## src/design/bfa_pkg.sv

```systemverilog
// shared constants, codes and types for the best-fit block allocator
package bfa_pkg;

    // table geometry
    localparam int MAX_BLOCKS = 16;
    localparam int SIZE_BITS  = 16;
    localparam int IDX_W      = (MAX_BLOCKS > 1) ? $clog2(MAX_BLOCKS) : 1;
    localparam int CNT_W      = $clog2(MAX_BLOCKS + 1);

    // field widths of the stream words
    localparam int FUNC_W   = 1;
    localparam int AMT_W    = 16;
    localparam int STATUS_W = 2;
    localparam int TAG_W    = 5;
    localparam int REM_W    = 16;
    localparam int GRANT_W  = 16;
    localparam int RES_W    = STATUS_W + TAG_W + REM_W + GRANT_W;
    localparam int OUT_W    = ((RES_W + 7) / 8) * 8;

    localparam logic [CNT_W-1:0] MAX_CNT = CNT_W'(MAX_BLOCKS);

    // request kinds
    localparam logic [FUNC_W-1:0] FUNC_ADD   = 1'b0;
    localparam logic [FUNC_W-1:0] FUNC_ALLOC = 1'b1;

    // result status codes
    localparam logic [STATUS_W-1:0] ST_ADDED   = 2'd0;
    localparam logic [STATUS_W-1:0] ST_GRANTED = 2'd1;
    localparam logic [STATUS_W-1:0] ST_NOFIT   = 2'd2;
    localparam logic [STATUS_W-1:0] ST_FULL    = 2'd3;

    // result word, status in the lowest bits
    typedef struct packed {
        logic [GRANT_W-1:0]  grant_count;
        logic [REM_W-1:0]    remaining;
        logic [TAG_W-1:0]    block_tag;
        logic [STATUS_W-1:0] status;
    } t_result;

    // outcome of the shared compare and subtract unit
    typedef struct packed {
        logic                 fit;
        logic                 better;
        logic [SIZE_BITS-1:0] diff;
    } t_cmp;

endpackage

```

## src/design/bfa_ram.sv

```systemverilog
// generic single write port ram with registered read
module bfa_ram #(
    parameter int WIDTH = 16,
    parameter int DEPTH = 16
) (
    input  logic                       i_clk,
    input  logic                       i_we,
    input  logic [$clog2(DEPTH)-1:0]   i_waddr,
    input  logic [WIDTH-1:0]           i_wdata,
    input  logic                       i_re,
    input  logic [$clog2(DEPTH)-1:0]   i_raddr,
    output logic [WIDTH-1:0]           o_rdata
);

    logic [WIDTH-1:0] r_mem [DEPTH];
    logic [WIDTH-1:0] r_rdata;

    // write port
    always_ff @(posedge i_clk) begin
        if (i_we) begin
            r_mem[i_waddr] <= i_wdata;
        end
    end

    // registered read port
    always_ff @(posedge i_clk) begin
        if (i_re) begin
            r_rdata <= r_mem[i_raddr];
        end
    end

    assign o_rdata = r_rdata;

endmodule

```

## src/design/bfa_cmp.sv

```systemverilog
// shared compare and subtract unit used by the scan and the update step
module bfa_cmp
    import bfa_pkg::*;
(
    input  logic [SIZE_BITS-1:0] i_size,
    input  logic [SIZE_BITS-1:0] i_req,
    input  logic [SIZE_BITS-1:0] i_best,
    input  logic                 i_found,
    output t_cmp                 o_cmp
);

    logic [SIZE_BITS:0] w_sub_req;
    logic [SIZE_BITS:0] w_sub_best;

    // size minus request, borrow means the block is too small
    assign w_sub_req  = {1'b0, i_size} - {1'b0, i_req};
    // size minus current best, borrow means strictly smaller
    assign w_sub_best = {1'b0, i_size} - {1'b0, i_best};

    assign o_cmp.fit    = ~w_sub_req[SIZE_BITS];
    assign o_cmp.better = ~i_found | w_sub_best[SIZE_BITS];
    assign o_cmp.diff   = w_sub_req[SIZE_BITS-1:0];

endmodule

```

## src/design/best_fit_block_allocator.sv

```systemverilog
// best-fit block allocator top level: sequencer, size table and result register
//
// channel  dir  tvalid/tready         tuser        tdata
// s        in   i_s_tvalid/o_s_tready func         amount
// m        out  o_m_tvalid/i_m_tready -            status, block_tag, remaining, grant_count
//
// an add, or an allocate on an empty table, goes from the accepting step straight to the
// load of the output register; any other allocate takes the accepting step, one table
// read per cycle through the ram read port, the registered ram read, one update through
// the shared subtractor and the load, which waits while an unaccepted result is held
// a word is taken only while the sequencer is idle; a finished result waits in the
// output register and the next word may be accepted meanwhile
// synchronous active-low reset empties the table and clears the grant counter
module best_fit_block_allocator
    import bfa_pkg::*;
(
    input  logic              i_clk,
    input  logic              i_rst_n,
    input  logic              i_s_tvalid,
    output logic              o_s_tready,
    input  logic [AMT_W-1:0]  i_s_tdata,   // amount[15:0]
    input  logic [FUNC_W-1:0] i_s_tuser,   // func[0]
    output logic              o_m_tvalid,
    input  logic              i_m_tready,
    output logic [OUT_W-1:0]  o_m_tdata    // status[1:0], block_tag[6:2],
                                           // remaining[22:7], grant_count[38:23]
);

    typedef enum logic [1:0] {
        S_IDLE,
        S_SCAN,
        S_UPD,
        S_OUT
    } t_state;

    t_state               r_state;
    logic [CNT_W-1:0]     r_count;
    logic [GRANT_W-1:0]   r_grants;
    logic [SIZE_BITS-1:0] r_req;
    logic [CNT_W-1:0]     r_issue;
    logic                 r_cmp_v;
    logic                 r_cmp_last;
    logic [IDX_W-1:0]     r_cmp_idx;
    logic                 r_found;
    logic [IDX_W-1:0]     r_best_idx;
    logic [SIZE_BITS-1:0] r_best_size;
    t_result              r_res;
    t_result              r_out;
    logic                 r_out_v;

    logic                 w_in_acc;
    logic [SIZE_BITS-1:0] w_amount;
    logic                 w_issue;
    logic [CNT_W-1:0]     n_issue;
    logic                 w_we;
    logic [IDX_W-1:0]     w_waddr;
    logic [SIZE_BITS-1:0] w_wdata;
    logic [SIZE_BITS-1:0] w_rdata;
    logic [SIZE_BITS-1:0] w_cmp_size;
    t_cmp                 w_cmp;

    // input handshake
    assign o_s_tready = (r_state == S_IDLE);
    assign w_in_acc   = i_s_tvalid & o_s_tready;
    assign w_amount   = SIZE_BITS'(i_s_tdata);

    // scan read issue
    assign w_issue = (r_state == S_SCAN) && (r_issue < r_count);
    assign n_issue = r_issue + CNT_W'(1);

    // table write port: append on add, shrink chosen block on grant
    always_comb begin
        w_we    = 1'b0;
        w_waddr = r_count[IDX_W-1:0];
        w_wdata = w_amount;
        if (r_state == S_UPD) begin
            w_we    = r_found;
            w_waddr = r_best_idx;
            w_wdata = w_cmp.diff;
        end else if (w_in_acc && (i_s_tuser == FUNC_ADD) && (r_count != MAX_CNT)) begin
            w_we = 1'b1;
        end
    end

    bfa_ram #(
        .WIDTH (SIZE_BITS),
        .DEPTH (MAX_BLOCKS)
    ) u_sizes (
        .i_clk   (i_clk),
        .i_we    (w_we),
        .i_waddr (w_waddr),
        .i_wdata (w_wdata),
        .i_re    (w_issue),
        .i_raddr (r_issue[IDX_W-1:0]),
        .o_rdata (w_rdata)
    );

    // shared unit sees the read word while scanning, the best block when updating
    assign w_cmp_size = (r_state == S_UPD) ? r_best_size : w_rdata;

    bfa_cmp u_cmp (
        .i_size  (w_cmp_size),
        .i_req   (r_req),
        .i_best  (r_best_size),
        .i_found (r_found),
        .o_cmp   (w_cmp)
    );

    // sequencer, table state and result registers
    always_ff @(posedge i_clk) begin
        if (!i_rst_n) begin
            r_state  <= S_IDLE;
            r_count  <= '0;
            r_grants <= '0;
            r_cmp_v  <= 1'b0;
            r_found  <= 1'b0;
            r_out_v  <= 1'b0;
        end else begin
            if (r_out_v && i_m_tready && (r_state != S_OUT)) begin
                r_out_v <= 1'b0;
            end
            case (r_state)
                S_IDLE: begin
                    if (w_in_acc) begin
                        r_req      <= w_amount;
                        r_issue    <= '0;
                        r_found    <= 1'b0;
                        r_cmp_v    <= 1'b0;
                        r_cmp_last <= 1'b0;
                        if (i_s_tuser == FUNC_ADD) begin
                            r_state <= S_OUT;
                            if (r_count == MAX_CNT) begin
                                r_res <= t_result'({r_grants, REM_W'(0), TAG_W'(0),
                                                    ST_FULL});
                            end else begin
                                r_res   <= t_result'({r_grants, REM_W'(0),
                                                      TAG_W'(r_count + CNT_W'(1)),
                                                      ST_ADDED});
                                r_count <= r_count + CNT_W'(1);
                            end
                        end else if (r_count == '0) begin
                            r_res   <= t_result'({r_grants, REM_W'(0), TAG_W'(0), ST_NOFIT});
                            r_state <= S_OUT;
                        end else begin
                            r_state <= S_SCAN;
                        end
                    end
                end
                S_SCAN: begin
                    // issue stage
                    r_cmp_v <= w_issue;
                    if (w_issue) begin
                        r_issue    <= n_issue;
                        r_cmp_idx  <= r_issue[IDX_W-1:0];
                        r_cmp_last <= (n_issue == r_count);
                    end
                    // compare stage, earliest block kept on equal sizes
                    if (r_cmp_v) begin
                        if (w_cmp.fit && w_cmp.better) begin
                            r_found     <= 1'b1;
                            r_best_idx  <= r_cmp_idx;
                            r_best_size <= w_rdata;
                        end
                        if (r_cmp_last) begin
                            r_state <= S_UPD;
                        end
                    end
                end
                S_UPD: begin
                    if (r_found) begin
                        r_grants <= r_grants + GRANT_W'(1);
                        r_res    <= t_result'({r_grants + GRANT_W'(1), REM_W'(w_cmp.diff),
                                               TAG_W'(r_best_idx) + TAG_W'(1), ST_GRANTED});
                    end else begin
                        r_res <= t_result'({r_grants, REM_W'(0), TAG_W'(0), ST_NOFIT});
                    end
                    r_state <= S_OUT;
                end
                S_OUT: begin
                    if (!r_out_v || i_m_tready) begin
                        r_out   <= r_res;
                        r_out_v <= 1'b1;
                        r_state <= S_IDLE;
                    end
                end
                default: begin
                    r_state <= S_IDLE;
                end
            endcase
        end
    end

    assign o_m_tvalid = r_out_v;
    assign o_m_tdata  = OUT_W'(r_out);

`ifndef SYNTHESIS
    // the table never holds more blocks than it has room for
    a_count_bound: assert property (@(posedge i_clk) disable iff (!i_rst_n)
        r_count <= MAX_CNT)
        else $error("block count beyond table size");

    // an add into a table with room grows it by exactly one
    a_add_grows: assert property (@(posedge i_clk) disable iff (!i_rst_n)
        (w_in_acc && (i_s_tuser == FUNC_ADD) && (r_count != MAX_CNT))
        |=> (r_count == $past(r_count) + CNT_W'(1)))
        else $error("add did not grow the table");

    // a grant advances the counter by one and reports it
    a_grant_count: assert property (@(posedge i_clk) disable iff (!i_rst_n)
        ((r_state == S_UPD) && r_found)
        |=> ((r_grants == $past(r_grants) + GRANT_W'(1)) && (r_res.grant_count == r_grants)
             && (r_res.status == ST_GRANTED)))
        else $error("grant counter out of step");

    // read data is only compared while scanning
    a_cmp_in_scan: assert property (@(posedge i_clk) disable iff (!i_rst_n)
        r_cmp_v |-> (r_state == S_SCAN))
        else $error("compare outside scan");
`endif

endmodule
```

## config.mk

```make
export PLATFORM = sky130hd
export DESIGN_NAME = best_fit_block_allocator
export DESIGN_NICKNAME = d
export VERILOG_FILES = /design/src/design/bfa_pkg.sv /design/src/design/bfa_ram.sv /design/src/design/bfa_cmp.sv /design/src/design/best_fit_block_allocator.sv
export SDC_FILE = /design/constraint.sdc
export NUM_CORES = 1
export LEC_CHECK = 0
export ABC_AREA = 0
export BUFFER_PORTS_ARGS = -buffer_cell sky130_fd_sc_hd__buf_2
export CAP_MARGIN = 15
export CORE_MARGIN = 4
export CORE_UTILIZATION = 60
export DETAILED_ROUTE_END_ITERATION = 6
export PLACE_DENSITY = 0.78
export REMOVE_ABC_BUFFERS = 1
export SLEW_MARGIN = 20
export SYNTH_ARGS = -nofsm -noshare
export SYNTH_HDL_FRONTEND = slang
export SYNTH_SLANG_ARGS = --single-unit
```

## constraint.sdc

```tcl
create_clock -name i_clk -period 8.7 [get_ports i_clk]
set_input_delay 1.74 -clock i_clk [delete_from_list [all_inputs] [get_ports i_clk]]
set_output_delay 1.74 -clock i_clk [all_outputs]
set_load 0.05 [all_outputs]
```

==> flow_summary.json, run 1 <==
{
  "fillCellCount": 1751,
  "vias": 9191,
  "tns_ns": 0,
  "ctsResizeCount": 0,
  "drc": 0,
  "grt_pass1_wl_um": 55600,
  "dieArea_mm2": 0.0317,
  "p_sw_share_pct": 28.7,
  "h-tree-depth": 2,
  "synth_edf_count": 396,
  "synthTopCellsByArea": "edfxtp_1, mux4_2, ha_1",
  "final_min_period_over_clock_period_pct": 47.2,
  "leakagePower_nw": 6.61,
  "p_switching_mw": 1.59,
  "routed_via_density": 6.21,
  "first_global_vias": 9257,
  "path_clk_slew_ns": 0.06,
  "holdPathEnd": "r_best_idx[2]",
  "drive_above_1_share_pct": 23.8,
  "fin_skew_ns": 0.0126,
  "hold_buffers": 0,
  "grt_max_degree": 68,
  "worstMarginPinSlew_ns": 1.04,
  "die_h_um": 178,
  "synthCells": 975,
  "clock-root-buffer": "clkbuf_16",
  "synth_top_cell_area_share_pct": 68.6,
  "rsz0062_at_grt": "no",
  "pwr_density_cell_mw_per_mm2": 285,
  "setup_viol": 0,
  "setup.worst_path.start_class": "flop",
  "required_ns": 8.94,
  "seqPwrFrac_pct": 46.5,
  "die_w_um": 178,
  "worstSetupPathType": "flop to flop",
  "cts_tree": "done",
  "dr_wl_met2_um": 18700,
  "synth-seq-cells": 422,
  "numCtsBuffers": 41,
  "hold_slack_ns": 0.414,
  "wl_met1_um": 14200,
  "overflow": 0,
  "synth_seq_area_share_pct": 71.6,
  "rows": 61,
  "crit_slowest_cell": "a21oi_2",
  "final_cell_mix": "edfxtp_1, mux4_2, buf_2",
  "clock_latency_ns": 0.54,
  "ys_warn_count": 0,
  "max_slew_margin_pct": 30.4,
  "synth_top_cell_by_area": "edfxtp_1",
  "dpl-instance-area_mm2": 0.0181,
  "drt_iter0_markers": 1022,
  "endpoint_kind": "flop",
  "drt-total-wl_um": 36700,
  "hpwlAfterDp_um": 21400,
  "ys.flop_type": "edfxtp_1",
  "power.internal_mw": 3.94,
  "final_area_mm2": 0.0194,
  "cp_cell_sequence": "inv_1 > ha_2 > buf_4 > mux2_2 > fa_1 > a21o_1 > a311oi_1 > o41ai_1 > o31a_2 > xnor2_1 > a21oi_2",
  "start_util_pct": 61.5,
  "r2r-start": "r_state[0]",
  "slew_viol_final": 0,
  "ys_types": 58,
  "pwr-share-clk_pct": 29.6,
  "syn_to_final_growth_pct": 11.9,
  "wl_per_cell_um": 24.8,
  "wl_met3_um": 3060,
  "ant_nets": 0,
  "holdCritStartpoint": "r_cmp_idx[2]",
  "cpPeakStageDelay_ns": 0.53,
  "core_region_area_mm2": 0.0282,
  "track_usage_pct": 23.8,
  "status": "completed",
  "clock_path_buffers": 3,
  "arrival_ns": 4.35,
  "ir_drop_mv": 0.176,
  "final_common_cell": "edfxtp_1",
  "ios": 63,
  "dr.pass1.iters": 5,
  "nets": 1137,
  "diodes": 0,
  "reg2reg_depth": 11,
  "syn_area_per_cell_um2": 17.8,
  "maxCapViolCount": 0,
  "portBuffers": 61,
  "top_layer_used": "met4",
  "hold_violations": 0,
  "combinationalPowerShare_pct": 23.9,
  "grt_antenna_before_repair": 0,
  "layout_min_cycle_time_ns": 4.11,
  "gp_congestion": 0.864,
  "r2r_slack_ns": 4.59,
  "r2r_end": "u_sizes.r_mem[9][12]",
  "cp_max_fo": 53,
  "async_flop_share_pct": 0,
  "max_freq_ghz": 0.244,
  "synthesis.area_mm2": 0.0173,
  "holdCritPathClass": "flop to flop",
  "cts_sinks": 422,
  "post_cts_buffers": 0,
  "hold_depth": 0
}
-- worst max-delay path by stage --
stage,from,endpoint,slack (ns),cells after the start
floorplan,r_state[0],r_best_idx[0],4.06,10
global placement,r_state[0],u_sizes.r_mem[2][12],4.46,11
detailed placement,r_state[0],u_sizes.r_mem[2][12],4.29,11
CTS,r_state[0],u_sizes.r_mem[8][12],4.32,13
global route,r_state[0],u_sizes.r_mem[12][12],4.38,13
finish,r_state[0],u_sizes.r_mem[9][12],4.59,11
-- worst max-delay path, delay by kind of cell, from the launching register on --
family | cells | cell delay [ns]
adders and majority gates | 2 | 0.60
xor gates and xnor gates | 1 | 0.17
buffers and inverters | 2 | 0.59
DFF | 1 | 0.34
AOI/OAI and AO/OA | 5 | 1.61
muxes | 1 | 0.45
-- power groups by stage --
stage | clock network (mW) | registers, mW | logic [mW]
CTS | 1.66 | 2.57 | 1.31
floorplan | 0 | 2.72 | 0.830
global placement | 0 | 2.60 | 1.26
global route | 1.75 | 2.58 | 1.43
finish | 1.63 | 2.57 | 1.32
detailed placement | 0 | 2.61 | 1.29
-- stage by stage --
| stage | worst slack [ns] | power (mW) | util, % | std cells |
|---|---|---|---|---|
| CTS | 4.32 | 5.54 | 68.8 | 1479 |
| global route | 4.38 | 5.76 | 68.8 | 1479 |
| global placement | 4.46 | 3.86 | 64.4 | 1405 |
| detailed placement | 4.29 | 3.90 | 64.4 | 1405 |
| floorplan | 4.06 | 3.55 | - | 938 |
| finish | 4.59 | 5.52 | 68.8 | 1479 |
-- registers in the layout, indices dropped and copies added (netlist names), 2 cells and up --
name and cells:
u_sizes.r_mem 256, o_m_tdata 39, r_res 39, r_best_size 16, r_grants 16, r_req 16
u_sizes.o_rdata 16, r_count 5, r_issue 5, r_best_idx 4, r_cmp_idx 4, r_state 2
-- cells by family (layout without fill, tap and decap cells) --
family / after synthesis / count (layout) / synth area share [%]
AOI/OAI and AO/OA: 98 / 98 / 3.86
xor gates and xnor gates: 41 / 41 / 2.07
adders and majority gates: 46 / 46 / 3.36
buffers and inverters: 86 / 212 / 2.12
DFF: 422 / 422 / 71.6
muxes: 105 / 105 / 12.0
other: 1 / 1 / 0.0216
and+or+nand+nor: 176 / 176 / 4.94
-- cell type report --
type	instances	area [um2]	share of cell area, %
multi-input cells	467	4580	23.6
clock inverters	22	154	0.794
clock buffers	52	1070	5.50
repair buffers	89	515	2.66
flip-flops and latches	422	12400	64.0
inverters	49	184	0.949
well taps	378	473	2.44
-- cell usage after synthesis, drive strengths merged (3+ instances only) --
master and n:
nor4 3, a211oi 8, a31oi 3, nor2 56
o211ai 6, mux4 80, nand3 14, and2 27
xor2 10, dfxtp 26, ha 45, and3 8
xnor2 31, edfxtp 396, o22ai 3, mux2 23
nor2b 3, o21ai 27, nor3 13, nand2 33
nand2b 7, nand4 6, clkbuf 23, o21a 3
a21oi 22, inv 48, buf 14, a21o 8
-- layer usage --
metal | track usage, % | up-vias
li1 | - | 4001
met1 | 32.0 | 4676
met2 | 41.0 | 447
met3 | 4.01 | 67
met4 | 6.25 | 0
met5 | 0 | -
No activity file was read; power rests on OpenSTA's default activity.
==> run 2, diff against run 1 <==
ABC_AREA = 1   (was 0)
CORE_UTILIZATION = 56   (was 60)
PLACE_DENSITY = 0.76   (was 0.78)
clock period = 3.55 ns   (was 8.7 ns; I/O delays follow)
==> flow_summary.json, run 2 <==
{
  "synthTopCellsByCount": "edfxtp_1, nor2_1, o21ai_0",
  "die_h_um": 186,
  "grt_max_degree": 133,
  "drt_iter0_markers": 1328,
  "synth-seq-cells": 422,
  "fin_skew_ns": 0.0228,
  "drc": 0,
  "path_clk_slew_ns": 0.06,
  "track_usage_pct": 23.2,
  "r2r_slack_ns": 0.18,
  "stdcell_count": 2042,
  "synth_top_cell_area_share_pct": 66.7,
  "numCtsBuffers": 43,
  "final_cell_mix": "edfxtp_1, nor2_1, o21ai_0",
  "hold_violations": 0,
  "die_w_um": 186,
  "gp_congestion": 0.920,
  "async_flop_share_pct": 0,
  "cp_max_fo": 16,
  "endpoint_kind": "flop",
  "max_slew_margin_pct": 23.5,
  "reg2reg_depth": 12,
  "grt_antenna_before_repair": 2,
  "grt_pass1_wl_um": 64600,
  "dr.pass1.iters": 5,
  "fillCellCount": 2256,
  "p_sw_share_pct": 33.1,
  "core_region_area_mm2": 0.0315,
  "pwr_density_cell_mw_per_mm2": 768,
  "maxCapViolCount": 0,
  "synth_top_cell_by_area": "edfxtp_1",
  "synthCells": 1509,
  "holdPathEnd": "r_req[10]",
  "h-tree-depth": 2,
  "ys_warn_count": 0,
  "seqPwrFrac_pct": 41.9,
  "rsz0062_at_grt": "no",
  "worstSetupPathType": "flop to flop",
  "dieArea_mm2": 0.0348,
  "setup.worst_path.start_class": "flop",
  "r2r-start": "r_state[0]",
  "ant_nets": 0,
  "start_util_pct": 56.6,
  "holdCritPathClass": "input pin to flop",
  "worstMarginPinSlew_ns": 1.15,
  "routed_via_density": 5.82,
  "slew_viol_final": 0,
  "largest_register": "u_sizes.r_mem",
  "combinationalPowerShare_pct": 28.2,
  "post_cts_buffers": 0,
  "cts_sinks": 422,
  "hpwlAfterDp_um": 25700,
  "arrival_ns": 3.75,
  "final_common_cell": "edfxtp_1",
  "syn_to_final_growth_pct": 14.2,
  "first_global_vias": 11796,
  "drive_above_1_share_pct": 13.3,
  "yosysMostFrequentCell": "edfxtp_1",
  "ys_types": 47,
  "ir_drop_mv": 0.432,
  "cts_tree": "done",
  "hold_depth": 1,
  "dpl.cell_count": 1961,
  "syn_area_per_cell_um2": 11.8,
  "clock_path_buffers": 3,
  "vias": 11891,
  "synth_edf_count": 396,
  "overflow": 0,
  "required_ns": 3.93,
  "rows": 65,
  "p_switching_mw": 5.18,
  "final_min_period_over_clock_period_pct": 94.8,
  "power.internal_mw": 10.5,
  "power_mw": 15.6,
  "clock-root-buffer": "clkbuf_16",
  "ios": 63,
  "nets": 1671,
  "r2r_end": "u_sizes.r_mem[0][4]",
  "layout_min_cycle_time_ns": 3.37,
  "largest_reg_flops": 256,
  "synthesis.area_mm2": 0.0178,
  "fin_util_pct": 64.7,
  "holdCritStartpoint": "i_s_tdata[10]",
  "hold_buffers": 0,
  "synthTopCellsByArea": "edfxtp_1, nor2_1, o21ai_0",
  "status": "completed",
  "ys.flop_type": "edfxtp_1",
  "leakagePower_nw": 7.49,
  "synth_seq_area_share_pct": 69.6,
  "pwr-share-clk_pct": 29.9,
  "drt-total-wl_um": 40800,
  "portBuffers": 61,
  "max_freq_ghz": 0.297,
  "setup_viol": 0,
  "clock_latency_ns": 0.55,
  "wl_per_cell_um": 20.0
}
[run 2: cell count changes in the layout (fill, tap and decap cells not counted), sizes merged, moves of 23 or more]
cell    previous run  this run
buf               89       115
a21oi             22        71
nand2             33       163
o211ai             6        34
o22ai              3        35
mux4              80         0
nor2              56       263
and2              27         3
o21ai             27       202
inv               51       114
xnor2             31         2
mux2              23         0
[run 2: cell families (layout without fill, tap and decap cells)]
family,Yosys count,after routing,synth area share (%)
simple gates,493,493,11.3
flops,422,422,69.6
buf+inv,177,307,4.08
other cells,1,2,0.0210
fa+ha+maj,46,46,3.27
compound gates,349,349,10.7
xor+xnor,21,21,1.03
[run 2: power groups by stage]
| stage | clock network, mW | logic, mW | registers (mW) |
|---|---|---|---|
| finish | 4.67 | 4.41 | 6.56 |
| detailed placement | 0 | 4.30 | 6.66 |
| CTS | 4.72 | 4.35 | 6.56 |
| global placement | 0 | 4.17 | 6.65 |
| floorplan | 0 | 2.55 | 6.84 |
| global route | 4.96 | 4.87 | 6.59 |
[run 2: how the worst max path moves through the flow]
stage                    start                   to  slack, ns  cells past startpoint
finish              r_state[0]  u_sizes.r_mem[0][4]       0.18                     12
global placement    r_state[0]  u_sizes.r_mem[2][4]       0.37                     14
global route        r_state[0]  u_sizes.r_mem[2][4]      0.002                     14
CTS                 r_state[0]  u_sizes.r_mem[1][4]       0.25                     12
detailed placement  r_state[0]  u_sizes.r_mem[2][4]       0.27                     12
floorplan           r_issue[0]   u_sizes.o_rdata[0]      -1.16                      4
[run 2: worst max-delay path: stages, from the launching register on]
cell and delay [ns]:
dfxtp_1 0.38, inv_1 0.08, ha_1 0.22, inv_2 0.22, buf_4 0.19, o21ai_0 0.20
fa_1 0.49, nand3_1 0.09, nand3_1 0.12, xor2_1 0.17, inv_1 0.07, o21ai_0 0.62
buf_4 0.33
[run 2: layer usage]
layer / share of wire, % / routed length (um) / global-route usage [%]
met5: 0 / 0 / 0
met4: 2.7 / 1110 / 7.71
met3: 8.4 / 3410 / 4.12
met2: 49 / 20100 / 39.3
met1: 40 / 16200 / 30.9
[run 2: through the flow]
stage          TNS, ns  area [um2]  worst slack, ns  hold WS [ns]
5_1_grt              0       20400          0.00217         0.348
4_1_cts              0       20400            0.251         0.347
2_1_floorplan   -81.54       17500            -1.16         0.400
3_5_place_dp         0       18900            0.271         0.405
3_3_place_gp         0       18900            0.369         0.401
6_report             0       20400            0.185         0.358
[run 2: area by class of cell]
cell class | instances | area, um2 | share of cell area, %
Tap cell | 402 | 503 | 2.47
Multi-Input combinational cell | 910 | 4750 | 23.3
Inverter | 112 | 420 | 2.06
Clock inverter | 22 | 290 | 1.43
Clock buffer | 58 | 1190 | 5.86
Timing Repair Buffer | 115 | 798 | 3.92
Sequential cell | 422 | 12400 | 60.9
Antenna cell | 1 | 2.50 | 0.0123
[run 2: what timing repair did]
action | in CTS | in global routing
setup endpoints to repair | 0 | 36
resized for setup | 0 | 4
hold endpoints to repair | 0 | 0
